## src/hw/rtl/mbfc_pkg.sv

```systemverilog
// Shared types, opcode codes and decode helpers for the branch flow classifier.
package mbfc_pkg;

  localparam int unsigned IN_TDATA_W  = 72;
  localparam int unsigned OUT_TDATA_W = 72;

  localparam logic [31:0] HALT_WORD   = 32'h7C1C97C0;
  localparam logic [31:0] REGION_MASK = 32'hF0000000;
  localparam logic [4:0]  COP0_CO_BIT = 5'h10;

  // primary opcodes
  localparam logic [5:0] OP_SPECIAL = 6'd0;
  localparam logic [5:0] OP_REGIMM  = 6'd1;
  localparam logic [5:0] OP_J       = 6'd2;
  localparam logic [5:0] OP_JAL     = 6'd3;
  localparam logic [5:0] OP_BEQ     = 6'd4;
  localparam logic [5:0] OP_BNE     = 6'd5;
  localparam logic [5:0] OP_BLEZ    = 6'd6;
  localparam logic [5:0] OP_BGTZ    = 6'd7;
  localparam logic [5:0] OP_COP0    = 6'd16;
  localparam logic [5:0] OP_COP1    = 6'd17;
  localparam logic [5:0] OP_BEQL    = 6'd20;
  localparam logic [5:0] OP_BNEL    = 6'd21;
  localparam logic [5:0] OP_BLEZL   = 6'd22;
  localparam logic [5:0] OP_BGTZL   = 6'd23;

  // SPECIAL function codes
  localparam logic [5:0] FN_JR      = 6'd8;
  localparam logic [5:0] FN_JALR    = 6'd9;
  localparam logic [5:0] FN_SYSCALL = 6'd12;
  localparam logic [5:0] FN_BREAK   = 6'd13;

  // REGIMM rt codes
  localparam logic [4:0] RT_BLTZ    = 5'd0;
  localparam logic [4:0] RT_BGEZ    = 5'd1;
  localparam logic [4:0] RT_BLTZL   = 5'd2;
  localparam logic [4:0] RT_BGEZL   = 5'd3;
  localparam logic [4:0] RT_BGEZAL  = 5'd17;

  // COP0 / COP1 codes
  localparam logic [4:0] RS_MF      = 5'd0;
  localparam logic [4:0] RS_MT      = 5'd4;
  localparam logic [4:0] RS_BC      = 5'd8;
  localparam logic [5:0] FN_TLBR    = 6'd1;
  localparam logic [5:0] FN_TLBWI   = 6'd2;
  localparam logic [5:0] FN_TLBWR   = 6'd6;
  localparam logic [5:0] FN_TLBP    = 6'd8;
  localparam logic [5:0] FN_ERET    = 6'd24;
  localparam logic [4:0] BC_F       = 5'd0;
  localparam logic [4:0] BC_T       = 5'd1;
  localparam logic [4:0] BC_FL      = 5'd2;
  localparam logic [4:0] BC_TL      = 5'd3;

  typedef struct packed {
    logic        recognized;
    logic        has_target;
    logic [31:0] target_addr;
    logic        has_fallthrough;
    logic [31:0] fallthrough_addr;
    logic        likely_kind;
    logic        uses_delay_slot;
    logic        ends_block;
    logic        self_loop;
  } flow_t;

  // SPECIAL functions that do not touch control flow
  function automatic logic special_plain(input logic [5:0] fn);
    logic ok;
    unique case (fn) inside
      6'd0, 6'd2, 6'd3, 6'd4, 6'd6, 6'd7,
      [6'd16:6'd20], 6'd22, [6'd23:6'd39],
      [6'd42:6'd47],
      6'd56, 6'd58, 6'd59, 6'd60, 6'd62, 6'd63: ok = 1'b1;
      default:                                  ok = 1'b0;
    endcase
    return ok;
  endfunction

  // immediate-form, load and store opcodes with no control flow
  function automatic logic imm_plain(input logic [5:0] op);
    logic ok;
    unique case (op) inside
      [6'd8:6'd15], [6'd24:6'd27], [6'd32:6'd47],
      6'd49, 6'd53, 6'd55, 6'd57, 6'd61, 6'd63: ok = 1'b1;
      default:                                  ok = 1'b0;
    endcase
    return ok;
  endfunction

endpackage

```

## src/hw/rtl/mbfc_decode.sv

```systemverilog
// Combinational control-flow classification of one instruction word.
module mbfc_decode (
  input  logic [31:0]   pc,
  input  logic [31:0]   instr_word,
  input  logic          slot_hits_compare,
  output mbfc_pkg::flow_t flow
);
  import mbfc_pkg::*;

  logic [5:0]  op;
  logic [4:0]  rs;
  logic [4:0]  rt;
  logic [5:0]  fn;
  logic [31:0] dest;
  logic [31:0] pc_plus8;
  logic [31:0] jump_tgt;
  logic        to_next;
  logic        to_self;

  // branch request collected by the case, resolved once below
  logic br_req;
  logic br_likely;
  logic br_cont;
  logic br_loop_test;
  logic br_take;

  logic rec;
  logic endb;
  logic slot_only;
  logic j_kind;

  assign op       = instr_word[31:26];
  assign rs       = instr_word[25:21];
  assign rt       = instr_word[20:16];
  assign fn       = instr_word[5:0];
  assign dest     = pc + {{14{instr_word[15]}}, instr_word[15:0], 2'b00} + 32'd4;
  assign pc_plus8 = pc + 32'd8;
  assign jump_tgt = (pc & REGION_MASK) + {4'b0000, instr_word[25:0], 2'b00};
  // offset of +1 word lands on pc+8, offset of -1 word lands on pc
  assign to_next  = (instr_word[15:0] == 16'h0001);
  assign to_self  = (instr_word[15:0] == 16'hFFFF);

  always_comb begin
    rec          = 1'b1;
    endb         = 1'b0;
    slot_only    = 1'b0;
    j_kind       = 1'b0;
    br_req       = 1'b0;
    br_likely    = 1'b0;
    br_cont      = 1'b1;
    br_loop_test = 1'b1;
    unique case (op) inside
      OP_SPECIAL: begin
        if (fn == FN_JR || fn == FN_JALR) begin
          endb      = 1'b1;
          slot_only = 1'b1;
        end else if (fn == FN_SYSCALL || fn == FN_BREAK) begin
          endb = 1'b1;
        end else if (!special_plain(fn)) begin
          rec = 1'b0;
        end
      end
      OP_REGIMM: begin
        if (rt == RT_BLTZ) begin
          br_req = 1'b1;
        end else if (rt == RT_BGEZ || rt == RT_BGEZAL) begin
          if (!to_next) begin
            if (to_self && rs == 5'd0) begin
              // unconditional spin on r0
              endb      = 1'b1;
              slot_only = 1'b1;
            end else begin
              br_req  = 1'b1;
              br_cont = (rs != 5'd0);
            end
          end
        end else if (rt == RT_BLTZL || rt == RT_BGEZL) begin
          br_req    = 1'b1;
          br_likely = 1'b1;
        end else begin
          rec = 1'b0;
        end
      end
      OP_J: begin
        j_kind = 1'b1;
      end
      OP_JAL: begin
        endb      = 1'b1;
        slot_only = 1'b1;
      end
      OP_BEQ: begin
        br_req  = 1'b1;
        br_cont = ((rs | rt) != 5'd0);
      end
      OP_BNE, OP_BLEZ, OP_BGTZ: begin
        br_req = 1'b1;
      end
      OP_COP0: begin
        if (rs != RS_MF && rs != RS_MT) begin
          if ((rs & COP0_CO_BIT) == 5'd0) begin
            rec = 1'b0;
          end else if (fn == FN_ERET) begin
            endb = 1'b1;
          end else if (fn != FN_TLBR && fn != FN_TLBWI && fn != FN_TLBWR
                       && fn != FN_TLBP) begin
            rec = 1'b0;
          end
        end
      end
      OP_COP1: begin
        case (rs) inside
          5'd0, 5'd1, 5'd2, 5'd4, 5'd5, 5'd6,
          5'd16, 5'd17, 5'd20, 5'd21: ;
          RS_BC: begin
            br_loop_test = 1'b0;
            if (rt == BC_F || rt == BC_T) begin
              br_req = 1'b1;
            end else if (rt == BC_FL || rt == BC_TL) begin
              br_req    = 1'b1;
              br_likely = 1'b1;
            end
          end
          default: rec = 1'b0;
        endcase
      end
      OP_BEQL: begin
        br_req    = 1'b1;
        br_likely = 1'b1;
        br_cont   = ((rs | rt) != 5'd0);
      end
      OP_BNEL, OP_BLEZL, OP_BGTZL: begin
        br_req    = 1'b1;
        br_likely = 1'b1;
      end
      default: begin
        if (!imm_plain(op)) begin
          if (instr_word == HALT_WORD) endb = 1'b1;
          else rec = 1'b0;
        end
      end
    endcase
  end

  // ordinary branches to pc+8 vanish; likely ones always stand
  assign br_take = br_req && (br_likely || !to_next);

  always_comb begin
    flow                  = '0;
    if (rec) begin
      flow.recognized      = 1'b1;
      flow.has_target      = br_take || j_kind;
      flow.target_addr     = j_kind ? jump_tgt : (br_take ? dest : 32'd0);
      flow.has_fallthrough = br_take && br_cont;
      flow.fallthrough_addr = (br_take && br_cont) ? pc_plus8 : 32'd0;
      flow.likely_kind     = br_take && br_likely;
      flow.uses_delay_slot = br_take || j_kind || slot_only;
      flow.ends_block      = endb;
      flow.self_loop       = (j_kind && jump_tgt == pc)
                             || (br_take && br_loop_test && to_self && !slot_hits_compare);
    end
  end

endmodule

```

## src/hw/rtl/mips_branch_flow_classifier_unit.sv

```systemverilog
// Top level: registered stream wrapper around the branch flow decoder.
//
//  channel | direction | handshake             | payload
//  in_     | input     | in_tvalid/in_tready   | in_tdata: pc, instr_word, slot_hits_compare
//  out_    | output    | out_tvalid/out_tready | out_tdata: flow classification
//
// One transaction per cycle sustained while the output is not stalled; data passes
// through the input register, then is decoded into the output register. Both stages
// advance whenever the output register is empty or being drained, so a stalled
// output backs up through in_tready. rst_n clears only the stage valid bits.
module mips_branch_flow_classifier_unit (
  input  logic                               clk,
  input  logic                               rst_n,
  input  logic                               in_tvalid,
  output logic                               in_tready,
  // [31:0] pc, [63:32] instr_word, [64] slot_hits_compare, [71:65] zero
  input  logic [mbfc_pkg::IN_TDATA_W-1:0]    in_tdata,
  output logic                               out_tvalid,
  input  logic                               out_tready,
  // [0] recognized, [1] has_target, [33:2] target_addr, [34] has_fallthrough,
  // [66:35] fallthrough_addr, [67] likely_kind, [68] uses_delay_slot,
  // [69] ends_block, [70] self_loop, [71] zero
  output logic [mbfc_pkg::OUT_TDATA_W-1:0]   out_tdata
);
  import mbfc_pkg::*;

  logic        s1_valid_r;
  logic [31:0] s1_pc_r;
  logic [31:0] s1_word_r;
  logic        s1_hit_r;
  logic        out_valid_r;
  flow_t       out_flow_r;
  flow_t       dec_flow;
  logic        out_load;
  logic        s1_load;

  assign out_load  = s1_valid_r && (!out_valid_r || out_tready);
  assign in_tready = !s1_valid_r || out_load;
  assign s1_load   = in_tvalid && in_tready;

  always_ff @(posedge clk) begin
    if (!rst_n) begin
      s1_valid_r  <= 1'b0;
      out_valid_r <= 1'b0;
    end else begin
      if (in_tready) s1_valid_r <= in_tvalid;
      if (!out_valid_r || out_tready) out_valid_r <= s1_valid_r;
    end
  end

  always_ff @(posedge clk) begin
    if (s1_load) begin
      s1_pc_r   <= in_tdata[31:0];
      s1_word_r <= in_tdata[63:32];
      s1_hit_r  <= in_tdata[64];
    end
    if (out_load) out_flow_r <= dec_flow;
  end

  mbfc_decode u_decode (
    .pc                (s1_pc_r),
    .instr_word        (s1_word_r),
    .slot_hits_compare (s1_hit_r),
    .flow              (dec_flow)
  );

  assign out_tvalid = out_valid_r;
  assign out_tdata  = {1'b0,
                       out_flow_r.self_loop,
                       out_flow_r.ends_block,
                       out_flow_r.uses_delay_slot,
                       out_flow_r.likely_kind,
                       out_flow_r.fallthrough_addr,
                       out_flow_r.has_fallthrough,
                       out_flow_r.target_addr,
                       out_flow_r.has_target,
                       out_flow_r.recognized};

endmodule
```

## config.mk

```make
export PLATFORM = sky130hd
export DESIGN_NAME = mips_branch_flow_classifier_unit
export DESIGN_NICKNAME = d
export VERILOG_FILES = /design/src/hw/rtl/mbfc_pkg.sv /design/src/hw/rtl/mbfc_decode.sv /design/src/hw/rtl/mips_branch_flow_classifier_unit.sv
export SDC_FILE = /design/constraint.sdc
export NUM_CORES = 1
export LEC_CHECK = 0
export CAP_MARGIN = 5
export CORE_AREA = 2 2 115 117
export CTS_CLUSTER_SIZE = 28
export DETAILED_ROUTE_END_ITERATION = 16
export DIE_AREA = 0 0 117 119
export DONT_BUFFER_PORTS = 1
export GPL_ROUTABILITY_DRIVEN = 1
export HOLD_SLACK_MARGIN = 0.05
export PLACE_DENSITY = 0.89
export SYNTH_ARGS = -nofsm -noshare
export SYNTH_HDL_FRONTEND = slang
export SYNTH_HIERARCHICAL = 1
export SYNTH_SLANG_ARGS = --single-unit
```

## constraint.sdc

```tcl
create_clock -name clk -period 9.4 [get_ports clk]
set_input_delay 0.94 -clock clk [delete_from_list [all_inputs] [get_ports clk]]
set_output_delay 0.94 -clock clk [all_outputs]
set_load 0.02 [all_outputs]
```

Word-level counts from Yosys, hierarchy flattened
Cells that the tools add are included.

cells by class
  add/subtract/negate cells = 4
  equality and inequality tests = 59
  reductions and logical operators = 52
  mux-type cells = 61
  bitwise operators = 1
  order comparisons = 12

operators by type and width
  cell                   count
  $mux 32                3
  $eq 6x6->1 const B     12
  $mux 71                1
  $mux 1                 51
  $eq 6x5->1 const B     8
  $eq 6x3->1 const B     7
  $add 32x28->32         1
  $add 32x3->32 const B  1
  $add 32x32->32         1
  $add 32x4->32 const B  1
  $eq 32x31->1 const B   1
  $eq 32x32->1           1
  $reduce_or 10->1       3
  $eq 5x5->1 const B     5
  $eq 6x2->1 const B     4
  $eq 6x4->1 const B     4
  $logic_and 1x1->1      20
  $ge 6x5->1 const B     3
  $le 6x6->1 const B     3
  $eq 16x1->1 const B    1
  $eq 16x16->1 const B   1
  $reduce_or 16->1       1
  $eq 5x2->1 const B     3
  $eq 5x3->1 const B     3
  27 further kinds       50

storage, ports and cells
  flip-flop bits (word level) = 138
  input port bits = 76
  output and inout bits = 74

Logic depth before layout (Yosys ltp)
  depth in word-level cells = 14
  gate-level depth with buffers = 13
  mapped depth without buffers = 13

Cells and area by module
The synthesis kept the hierarchy.

modules (own cells, without submodules)
  module                            times used  cells each  area each (um2)  seq. area each (um2)
  mips_branch_flow_classifier_unit  1           147         4199.0           4124.0
  mbfc_decode                       1           553         3611.0           0.0

Least setup slack after synthesis
No wires, ideal clock.

  path type = input to register
  start = input port out_tready
  end = register s1_hit_r, enable pin
  path slack = 4.734 ns
  data arrival time = 4.156 ns
  path buffers = 0
  cell stages on the path = 2
  cells stage by stage = nor2b_4 > a21oi_1

on the way
  cells in the longest elaborated chain, start to end = 4

RTL lines
  element                 line                                    text
  start: declaration      mips_branch_flow_classifier_unit.sv:19  input logic out_tready,
  $logic_or 1x1->1        mips_branch_flow_classifier_unit.sv:37  assign out_load = s1_valid_r && (!out_valid_r || out_tready);
  $logic_and 1x1->1       mips_branch_flow_classifier_unit.sv:37
  $logic_or 1x1->1        mips_branch_flow_classifier_unit.sv:38  assign in_tready = !s1_valid_r || out_load;
  $logic_and 1x1->1       mips_branch_flow_classifier_unit.sv:39  assign s1_load = in_tvalid && in_tready;
  via s1_load             mips_branch_flow_classifier_unit.sv:35  logic s1_load;
  end signal: assignment  mips_branch_flow_classifier_unit.sv:55  s1_hit_r <= in_tdata[64];
  end: declaration        mips_branch_flow_classifier_unit.sv:30  logic s1_hit_r;

The timed path passes the listed nets, and every way through them passes these cells.
A chain may end at the register's enable or synchronous reset.

Worst setup path after layout
  start = register s1_word_r[15]
  end = register out_flow_r (netlist bit out_tdata[32]) (data pin)

on the way
  cells in the longest elaborated chain, start to end = 10

RTL lines
  element                                                                  line                                    text
  start: declaration                                                       mips_branch_flow_classifier_unit.sv:29  logic [31:0] s1_word_r;
  start signal: assignment                                                 mips_branch_flow_classifier_unit.sv:54  s1_word_r <= in_tdata[63:32];
  parallel branches: the longest is 10 deep, another holds $add 32x32->32  n/a
  end signal: assignment                                                   mips_branch_flow_classifier_unit.sv:57  if (out_load) out_flow_r <= dec_flow;
  end: declaration                                                         mips_branch_flow_classifier_unit.sv:32  flow_t out_flow_r;

Several ways; the timed one is not identified.

==> impl_metrics.toml <==
[outcome]
outcome = "completed"

[setup_path]
worst_setup_path_start_kind = "flip-flop"
worstPathMaxFanout = 19
worstSetupPathType = "reg2reg"
cp.arrival_ns = 3.85
reg2regPathDepth = 9
r2r_end = "out_tdata[32]$_DFFE_PP_"
worstReg2RegStart = "s1_word_r[15]$_DFFE_PP_"
end_kind = "flip-flop"
rrSetupSlack_ns = 5.73
required_ns = 9.58

[global_routing]
grt_pass1_vias = 5402
grt_pass1_wl_mm = 29.06
grt_max_degree = 72
grt_usage = 0.2813
grt_remaining_overflow = 0
antenna_found_initial = 0

[cells_and_area]
final_layout_size_suffix_gt1_frac = 0.07736
nNetsFinal = 833
finalInstanceArea_um2 = 8627
n_antenna_cell = 0
layout_common_cells = "edfxtp_1, nand2_1, ha_1, nor2_1, o21ai_0"
register_area_um2 = 4124
n_fill_cell = 949
multi_input_area_um2 = 3541
final_common_cell = "edfxtp_1"
synthToLayoutAreaGrowth_pct = 10.46

[clock_network]
numCtsBuffers = 17
post_cts_resize_count = 0
cts-root-buf = "clkbuf_16"
cts_tree = "built"
h-tree-depth = 4
clk_pin_slew_worst_paths_ns = 0.06
post_cts_buffers = 0
ctsHoldBuffers = 0
clock-sinks = 138
insertion_delay_ns = 0.43
cts_buffer_depth = 2

[logic_synthesis]
ys.flop_type = "edfxtp_1"
synthCells = 700
ys_ff_latch = 138
avgSynthCellArea_um2 = 11.16
synthArstFlopShare = 0
synth_nets = 835
synth_area_um2 = 7810
synth-edff-count = 136
seq_area_frac_synth = 0.5280
ys_types = 72
yosys_warnings = 6

[floorplanning]
dieArea_um2 = 13920
start_util = 0.6066
io_pins = 150
core-area_um2 = 12870
fp-row-count = 42
die_y_um = 119
die_w_um = 117

[hold_path]
hp-class = "in2reg"
hp-start = "in_tdata[48]"
min_path_cells = 0
min_to = "s1_word_r[16]$_DFFE_PP_"

[sta]
worst_slew_pin_slew_ns = 0.9420
setup_viol = 0
hold_viol_final = 0
tns_ns = 0
max_freq_ghz = 0.2724
period_minus_slack_ns = 3.671
setup_slack_ns = 5.729
slew_viol_final = 0
worst_clock_skew_ns = 0.01134
slew_headroom = 0.3699
grt_setup_unrepaired = "false"
period_share = 0.3905

[power]
p_sw_mw = 0.4394
power_density_nw_per_um2 = 201.5
p_seq_frac = 0.449
p_leak_nw = 3.053
pwr-share-comb = 0.126
p_sw_frac = 0.2528
clkPwrFrac = 0.425
ir_drop_uv = 167.8
internal_power_mw = 1.299

[route]
dr.pass1.iters = 5
drc = 0
wl_per_cell_um = 21.25
drt-total-wl_mm = 18.85
drt-initial-drc-count = 586
via_per_inst = 6.444
vias = 5716
final_antenna_net_count = 0

[placement]
dp_slack_ns = 5.790
post-dp-hpwl_mm = 13.10
placed_cell_area_um2 = 7971
port_buffers = 0
gp_congestion = 0.9685

[job]
cap_violations = 0
[worst max-delay path: stages, from the launching register on]
cell and delay (ns):
edfxtp_1 0.88, ha_1 0.43, ha_1 0.40, a21oi_1 0.12
and2_1 0.20, a32oi_1 0.30, nand4_2 0.26, a2111oi_2 0.47
o21ai_1 0.10, a32o_1 0.26
[power by group through the flow]
| stage | Sequential, mW | Combinational, mW | Clock (mW) |
|---|---|---|---|
| 3_3_place_gp | 0.790 | 0.206 | 0 |
| 4_1_cts | 0.780 | 0.216 | 0.746 |
| 6_report | 0.780 | 0.220 | 0.738 |
| 3_5_place_dp | 0.792 | 0.211 | 0 |
| 5_1_grt | 0.785 | 0.243 | 0.769 |
| 2_1_floorplan | 0.776 | 0.171 | 0 |
[kinds of logic after synthesis]
family                     share of synthesized area
and+or+nand+nor                               0.1669
AOI/OAI and AO/OA                             0.1195
other                                      0.0004802
DFF                                           0.5280
buffers and inverters                        0.02307
xor gates and xnor gates                     0.06504
muxes                                       0.001442
adders and majority gates                    0.09548
[synth_stat cells, types with 5 or more instances]
cell	n	area share
a211oi_1	6	0.0058
a21oi_1	44	0.028
and2_1	9	0.0072
and3_1	7	0.0056
buf_2	5	0.0032
clkbuf_1	14	0.0067
edfxtp_1	136	0.52
ha_1	58	0.093
inv_1	13	0.0062
nand2_1	81	0.039
nand3_1	19	0.012
nand4_1	19	0.015
nor2_1	56	0.027
nor3_1	9	0.0058
nor4_1	14	0.011
o21a_1	5	0.0048
o21ai_0	49	0.031
or3_1	8	0.0064
xnor2_1	24	0.027
xor2_1	34	0.038
[routing by layer]
metal | vias up | routed length (um) | track usage
met4 | 0 | 588 | 0.1279
met2 | 309 | 9153 | 0.4436
met5 | - | 0 | 0
met1 | 2732 | 7844 | 0.3742
li1 | 2629 | - | -
met3 | 46 | 1265 | 0.05700
[cell type report]
| cell class | instances | share of cell area |
|---|---|---|
| clock inverter | 14 | 0.02625 |
| timing repair buffer | 4 | 0.003481 |
| multi-input combinational | 522 | 0.4104 |
| tap | 176 | 0.02553 |
| sequential | 138 | 0.4780 |
| inverter | 15 | 0.006526 |
| clock buffer | 18 | 0.04975 |
[sequential cells by signal, indices dropped and copies added (netlist names)]
signal,count
out_tvalid,1
out_tdata,71
s1_pc_r,32
s1_hit_r,1
s1_valid_r,1
s1_word_r,32
[how the worst max path moves through the flow]
stage          slack, ns                     from                      end  cells past startpoint
4_1_cts             5.78  s1_word_r[15]$_DFFE_PP_  out_tdata[32]$_DFFE_PP_                      9
5_1_grt             5.58  s1_word_r[15]$_DFFE_PP_  out_tdata[32]$_DFFE_PP_                      9
3_3_place_gp        5.84  s1_word_r[15]$_DFFE_PP_  out_tdata[32]$_DFFE_PP_                      9
6_report            5.73  s1_word_r[15]$_DFFE_PP_  out_tdata[32]$_DFFE_PP_                      9
3_5_place_dp        5.79  s1_word_r[15]$_DFFE_PP_  out_tdata[32]$_DFFE_PP_                      9
2_1_floorplan       4.73               out_tready       s1_hit_r$_DFFE_PP_                      2
[per-stage QoR]
stage | utilization | hold slack, ns | power, mW | std cells
finish | 0.6701 | 0.6040 | 1.738 | 887
global route | 0.6701 | 0.5913 | 1.797 | 887
CTS | 0.6701 | 0.5978 | 1.742 | 887
detailed placement | 0.6191 | 0.5910 | 1.004 | 855
global placement | 0.6191 | 0.5812 | 0.9961 | 855
floorplan | - | 0.5322 | 0.9478 | 700
Note: power is estimated with default switching activity, not from simulation.
